$ cat src/rtl/spt_pkg.sv
package spt_pkg;

	localparam int COORD_W = 16;
	localparam int TOL_W   = 15;
	localparam int LEN_W   = 34;
	localparam int TOL2_W  = 30;
	localparam int A_W     = 37;
	localparam int B_W     = 19;
	localparam int P_W     = A_W + B_W;
	localparam int ACC_W   = 72;

	localparam logic [TOL_W-1:0] TOL_RESET = 15'd16;

	localparam logic [1:0] ACT_ADD  = 2'd0;
	localparam logic [1:0] ACT_PICK = 2'd1;
	localparam logic [1:0] ACT_DEL  = 2'd2;
	localparam logic [1:0] ACT_NONE = 2'd3;

	localparam logic [1:0] ST_OK      = 2'd0;
	localparam logic [1:0] ST_NOMATCH = 2'd1;
	localparam logic [1:0] ST_FULL    = 2'd2;

	// Steps of the per-segment distance test.
	localparam logic [3:0] STP_DXDX  = 4'd0;
	localparam logic [3:0] STP_DYDY  = 4'd1;
	localparam logic [3:0] STP_DYX   = 4'd2;
	localparam logic [3:0] STP_DXY   = 4'd3;
	localparam logic [3:0] STP_X2Y1  = 4'd4;
	localparam logic [3:0] STP_Y2X1  = 4'd5;
	localparam logic [3:0] STP_TOLSQ = 4'd6;
	localparam logic [3:0] STP_NUM   = 4'd7;
	localparam logic [3:0] STP_ALO   = 4'd8;
	localparam logic [3:0] STP_AHI   = 4'd9;
	localparam logic [3:0] STP_TLO   = 4'd10;
	localparam logic [3:0] STP_THI   = 4'd11;
	localparam logic [3:0] STP_WAIT  = 4'd12;
	localparam logic [3:0] STP_LAST  = 4'd13;

	typedef enum logic [1:0] {SH_NONE, SH_15, SH_18} shift_t;

	typedef struct packed {
		logic                  vld;
		logic                  clr;
		logic                  neg;
		shift_t                sh;
		logic signed [A_W-1:0] a;
		logic signed [B_W-1:0] b;
	} mac_op_t;

	typedef enum logic [2:0] {
		S_IDLE, S_ADD, S_RD, S_CHK, S_MATH, S_SH_RD, S_SH_WR, S_DONE
	} state_t;

endpackage

$ cat src/rtl/spt_mac.sv
module spt_mac (
	input  logic                                 clk,
	input  logic                                 arst_n,
	input  spt_pkg::mac_op_t                     op,
	output logic signed [spt_pkg::ACC_W-1:0]     acc_q
);
	import spt_pkg::*;

	logic signed [P_W-1:0]   prod_s1;
	logic                    vld_s1;
	logic                    clr_s1;
	logic                    neg_s1;
	shift_t                  sh_s1;
	logic signed [ACC_W-1:0] pext;
	logic signed [ACC_W-1:0] term;
	logic signed [ACC_W-1:0] base;

	always_ff @(posedge clk or negedge arst_n) begin
		if (!arst_n) begin
			vld_s1 <= 1'b0;
		end else begin
			vld_s1 <= op.vld;
		end
	end

	always_ff @(posedge clk) begin
		prod_s1 <= op.a * op.b;
		clr_s1  <= op.clr;
		neg_s1  <= op.neg;
		sh_s1   <= op.sh;
	end

	always_comb begin
		pext = ACC_W'(prod_s1);
		case (sh_s1)
			SH_15:   term = pext <<< 15;
			SH_18:   term = pext <<< 18;
			default: term = pext;
		endcase
		base = clr_s1 ? '0 : acc_q;
	end

	always_ff @(posedge clk) begin
		if (vld_s1) begin
			acc_q <= neg_s1 ? base - term : base + term;
		end
	end
endmodule

$ cat config.mk
export PLATFORM = sky130hd
export DESIGN_NAME = spt_mac
export DESIGN_NICKNAME = d
export VERILOG_FILES = /design/src/rtl/spt_pkg.sv /design/src/rtl/spt_mac.sv
export SDC_FILE = /design/constraint.sdc
export NUM_CORES = 2
export LEC_CHECK = 0
export ABC_CLOCK_PERIOD_IN_PS = 13160
export BUFFER_PORTS_ARGS = -buffer_cell sky130_fd_sc_hd__buf_2
export CORE_MARGIN = 2
export CORE_UTILIZATION = 67
export CTS_CLUSTER_DIAMETER = 100
export DETAILED_ROUTE_END_ITERATION = 10
export MAX_ROUTING_LAYER = met4
export PLACE_DENSITY_LB_ADDON = 0.1
export SYNTH_ARGS = -nofsm -noshare
export SYNTH_HDL_FRONTEND = slang
export SYNTH_SLANG_ARGS = --single-unit
$ cat constraint.sdc
create_clock -name clk -period 13.16 [get_ports clk]
set_input_delay 1.974 -clock clk [delete_from_list [all_inputs] [get_ports clk]]
set_output_delay 1.974 -clock clk [all_outputs]
set_load 0.02 [all_outputs]
==> Word-level counts from Yosys, hierarchy flattened <==
Cells that the tools add are included.
{ "op_classes": {"addsub": 2, "n_mul": 1, "n_eq_ne": 2, "mux": 3} }
{ "ops": {"columns": ["cell", "n"], "rows": [
  ["$mux 72", 2],
  ["$pmux 72 s2", 1],
  ["$add 72x72->72", 1],
  ["$sub 72x72->72", 1],
  ["$mul 37x19->56", 1],
  ["$eq 2x1->1 const B", 1],
  ["$eq 2x2->1 const B", 1]
]} }
{ "word_totals": {"regBits": 133, "word_cells": 14} }

==> Longest topological paths before layout <==
{ "logic_depth": {"ltp_word": 4, "mapped_depth": 32, "depth_no_buf": 25} }

==> Least setup slack after synthesis <==
Ideal clock, no wire load.
{ "synth_path": {"path_type": "input port to flip-flop", "start": "input op[4] (netlist name)", "end": "register prod_s1[52]", "setup_ns": 0.121, "t_arrival_ns": 8.388, "slack_ns": 4.651, "stages": 25, "cell_sequence": "clkbuf_1 -> clkbuf_1 -> nand2_1 -> fa_1 -> inv_1 -> fa_1 -> inv_1 -> fa_1 -> inv_1 -> fa_1 -> fa_1 -> fa_1 -> ha_1 -> ha_1 -> clkbuf_1 -> and2_1 -> and4_1 -> nand2_1 -> o221ai_1 -> a211o_1 -> a21o_1 -> a211oi_1 -> nor2_1 -> a221o_1 -> xor2_1"} }
{ "synth_between": {"elab_chain_cells": 1} }
{ "synth_rtl": {"columns": ["item", "line_no", "text"], "rows": [
  ["start: declaration", "spt_mac.sv:4", "input spt_pkg::mac_op_t op,"],
  ["$mul 37x19->56", "spt_mac.sv:27", "prod_s1 <= op.a * op.b;"],
  ["end signal: assignment", "spt_mac.sv:27", null],
  ["end: declaration", "spt_mac.sv:9", "logic signed [P_W-1:0] prod_s1;"]
]} }
Every way passes these cells.
A chain may end at the register's enable or synchronous reset.

==> Worst setup path after layout <==
{ "layout_path": {"start": "input op[5] (netlist name)", "end": "register prod_s1[53]"} }
Same word-level chain as after synthesis.

==> results.md <==
* Most used flip-flop cell after synthesis: edfxtp_1
* Data required time of the worst path at roughly 14 ns
* Via-per-instance ratio at ~6
* Capture point of the worst reg-to-reg path: acc_q[70]$_DFFE_PP_
* Finished Cell Area at between 30,000 and 40,000 sq um
* Share of the yosys chip area belonging to registers at 0.09901
* Dominant combinational cell family by area after synthesis: adder cells
* Total of flip-flops plus latches after synthesis at ~130
* Number of hold violations in the final report at 0
* Fraction of the mapped netlist area in simple logic gates at 0.1722
* Count of yosys warnings during synthesis at 0
* Post-cts resize count at 0
* Total of max-cap violations at 0
* Post-synthesis compound-gate area fraction at 0.1065
* Hold Buf Count CTS at 0
* Placed cells at between 4,000 and 5,000
* Number of vias in the routed layout at approximately 27,000
* Buffers on Ports at around 130
* Unrepaired setup endpoints after global routing: no
* Count of unresolved DRC violations after routing at 0
* Critical Path Start Type: primary input
* Post-synth ARST share at 0.007519
* Critical path capture point type: flip-flop
* Overflow left after global routing at 0
* Final layout net count at approximately 4,800
* Filler-free cell count of the finished design at 4,492
* Worst R2R Setup Slack at 5.28 ns
* Top Ports at 135
* Xor/xnor cell area share of the yosys netlist at 0.04863
* Worst setup startpoint: op[5]
* WL final at 92,960 microns
* R2r worst-path depth at 22
* Area enclosed by the die boundary at about 53,000 sq um
* Mean routed wirelength per cell at slightly above 20 microns
* CTS Sinks at ~130
* Worst hold path stage count at 3
* Number of unique standard cell types used by synthesis at approximately 90
* Std cell rows at between 80 and 90
* Peak fanout along the critical path at 37
* Data arrival, critical path at 9.27 ns
* Type of the tightest min-delay check: reg2reg
* Vias in the first global route at roughly 29,000
* Top achievable clock speed at 112.5 MHz
* CORE AREA at between 50,000 and 60,000 sq um
* Reg clk slew, reported paths at about 0.060 ns
* Synth-to-Final Area Change at 3.832%
* Commonest cells after routing, fill and taps aside: fa_1, inv_1, nand2_1
* Net Count, Synth at approximately 4,800
* Initial standard-cell utilization of the core at 0.6807
* Number of enable flip-flop cells after synthesis at ~70
* First-pass iteration count of the detailed router at 6
* Post-synthesis area per instance at 8.875 sq um
* Maximum number of pins on one net before global-route repair at 110
* Final setup viols at 0
* Share of the clock period used by the worst path after layout at 0.6753
* Clock network latency to the later pin of the worst-skew pair at around 0.45 ns
* Antenna viol nets, final at 0
* Portion of netlist area occupied by mux cells at 0
* Start of the worst register-to-register path: sh_s1[0]$_DFF_P_
* Routability congestion estimate at 0.9922
* Accumulated negative setup slack at 0 ns
* TritonCTS buffer count at 17
* Estimated wirelength of the detail-placed design at about 74,000 microns
* Synth Area in Adders at 0.4770
* Number of standard cells after synthesis at ~3,900
* Buffers from clock root to sink, at most at 2
* Hold worst-path end: acc_q[0]$_DFFE_PP_
* Placed Instance Area at 34,950 sq um
* Wire length of the first global-routing pass at 152,000 microns
* Initial antenna violation count at 4
* Setup repair bufs after CTS at 0
* Clock tree root driver cell: clkbuf_16
* WS Path Type: in2reg
* TritonCTS clock tree: done
* Number of DRC violations after detailed-routing iteration 0 at between 1,500 and 2,000
* Actual slew at the worst max-slew pin at 1.062 ns
* Final worst path period need at just under 9 ns
* Layout cells sized above 1 at 0.05739
* Hold path startpoint: acc_q[0]$_DFFE_PP_
* Worst slew margin relative to its limit at 0.2922
* Outcome: complete, no violations
* Pins over their slew limit at 0
* Die X at 230.0 microns
* Floorplan die height at ~230 microns
* CTS H-tree depth at 4
* Global Route Usage Sum at 0.3780
* Worst clock skew on the final layout at about 0.011 ns
* Synthesized cell area at about 34,000 sq um
* Most common cell after layout, fill and taps aside: fa_1
[flip-flops by register name, summed over array words and instances, names as in the netlist]
name / flops
clr_s1: 1
prod_s1: 56
acc_q: 72
neg_s1: 1
vld_s1: 1
sh_s1: 2
[worst max-delay path by stage]
stage | end | slack (ns) | depth (start not counted)
finish | prod_s1[53]$_DFF_P_ | 4.27 | 22
global route | prod_s1[52]$_DFF_P_ | 3.91 | 23
CTS | prod_s1[52]$_DFF_P_ | 4.34 | 23
detailed placement | prod_s1[52]$_DFF_P_ | 3.89 | 23
global placement | prod_s1[52]$_DFF_P_ | 4.05 | 23
floorplan | prod_s1[52]$_DFF_P_ | 4.65 | 25
[cells in the mapped netlist (all sizes together) (60+ instances only)]
cell	count	area, sq um
fa	676	13530
inv	650	2440
nand2	568	2135
and2	246	1543
ha	223	2790
clkbuf	183	686.9
a21oi	175	875.8
nor2	136	510.5
o21ai	116	580.6
xnor2	104	910.9
nor2b	95	594.3
xor2	86	753.2
edfxtp	72	2162
dfxtp	60	1201
[cell type report]
type / instances / area, sq um
Antenna cell: 4 / 10.01
Clock inverter: 10 / 92.59
Timing Repair Buffer: 143 / 738.2
Sequential cell: 133 / 3392
Inverter: 650 / 2440
Clock buffer: 21 / 480.5
Multi-Input combinational cell: 2859 / 27540
Tap cell: 672 / 840.8
Fill cell: 3934 / 14740
[layer usage]
layer,vias to the layer above,global-route usage,wire [microns]
met2,1293,0.6268,45790
li1,11980,-,-
met4,0,0.1565,3992
met1,13500,0.4635,35830
met5,-,-,0
met3,295,0.06064,7343
[worst max-delay path, stage by stage]
cell,delay [ns]
buf_2,0.74
nand2_1,0.21
fa_1,0.58
inv_1,0.07
fa_1,0.53
inv_1,0.06
fa_1,0.50
inv_1,0.06
fa_1,0.48
fa_1,0.55
fa_1,0.46
ha_1,0.32
ha_1,0.39
a21o_1,0.23
a221o_1,0.31
a311oi_1,0.37
o221ai_1,0.22
a22oi_1,0.34
a21oi_1,0.19
a221o_1,0.35
a21oi_1,0.18
xnor2_1,0.13
[cell families (layout without fill, tap and decap cells)]
family	after synthesis	in the layout
and+or+nand+nor	1211	1211
adders and majority gates	899	899
buffers and inverters	864	824
AOI/OAI and AO/OA	559	559
xor gates and xnor gates	190	190
DFF	133	133
other	0	4
[metrics by stage]
step / hold WS (ns) / util / worst slack (ns)
floorplan: 0.7856 / - / 4.651
global placement: 0.8533 / 0.6952 / 4.045
detailed placement: 0.8729 / 0.6952 / 3.893
CTS: 0.8771 / 0.7066 / 4.343
global route: 0.9299 / 0.7068 / 3.913
finish: 0.8652 / 0.7068 / 4.273
Power is not shown: default switching activity piles up to over one toggle a cycle in this logic, so the estimate is an artifact.
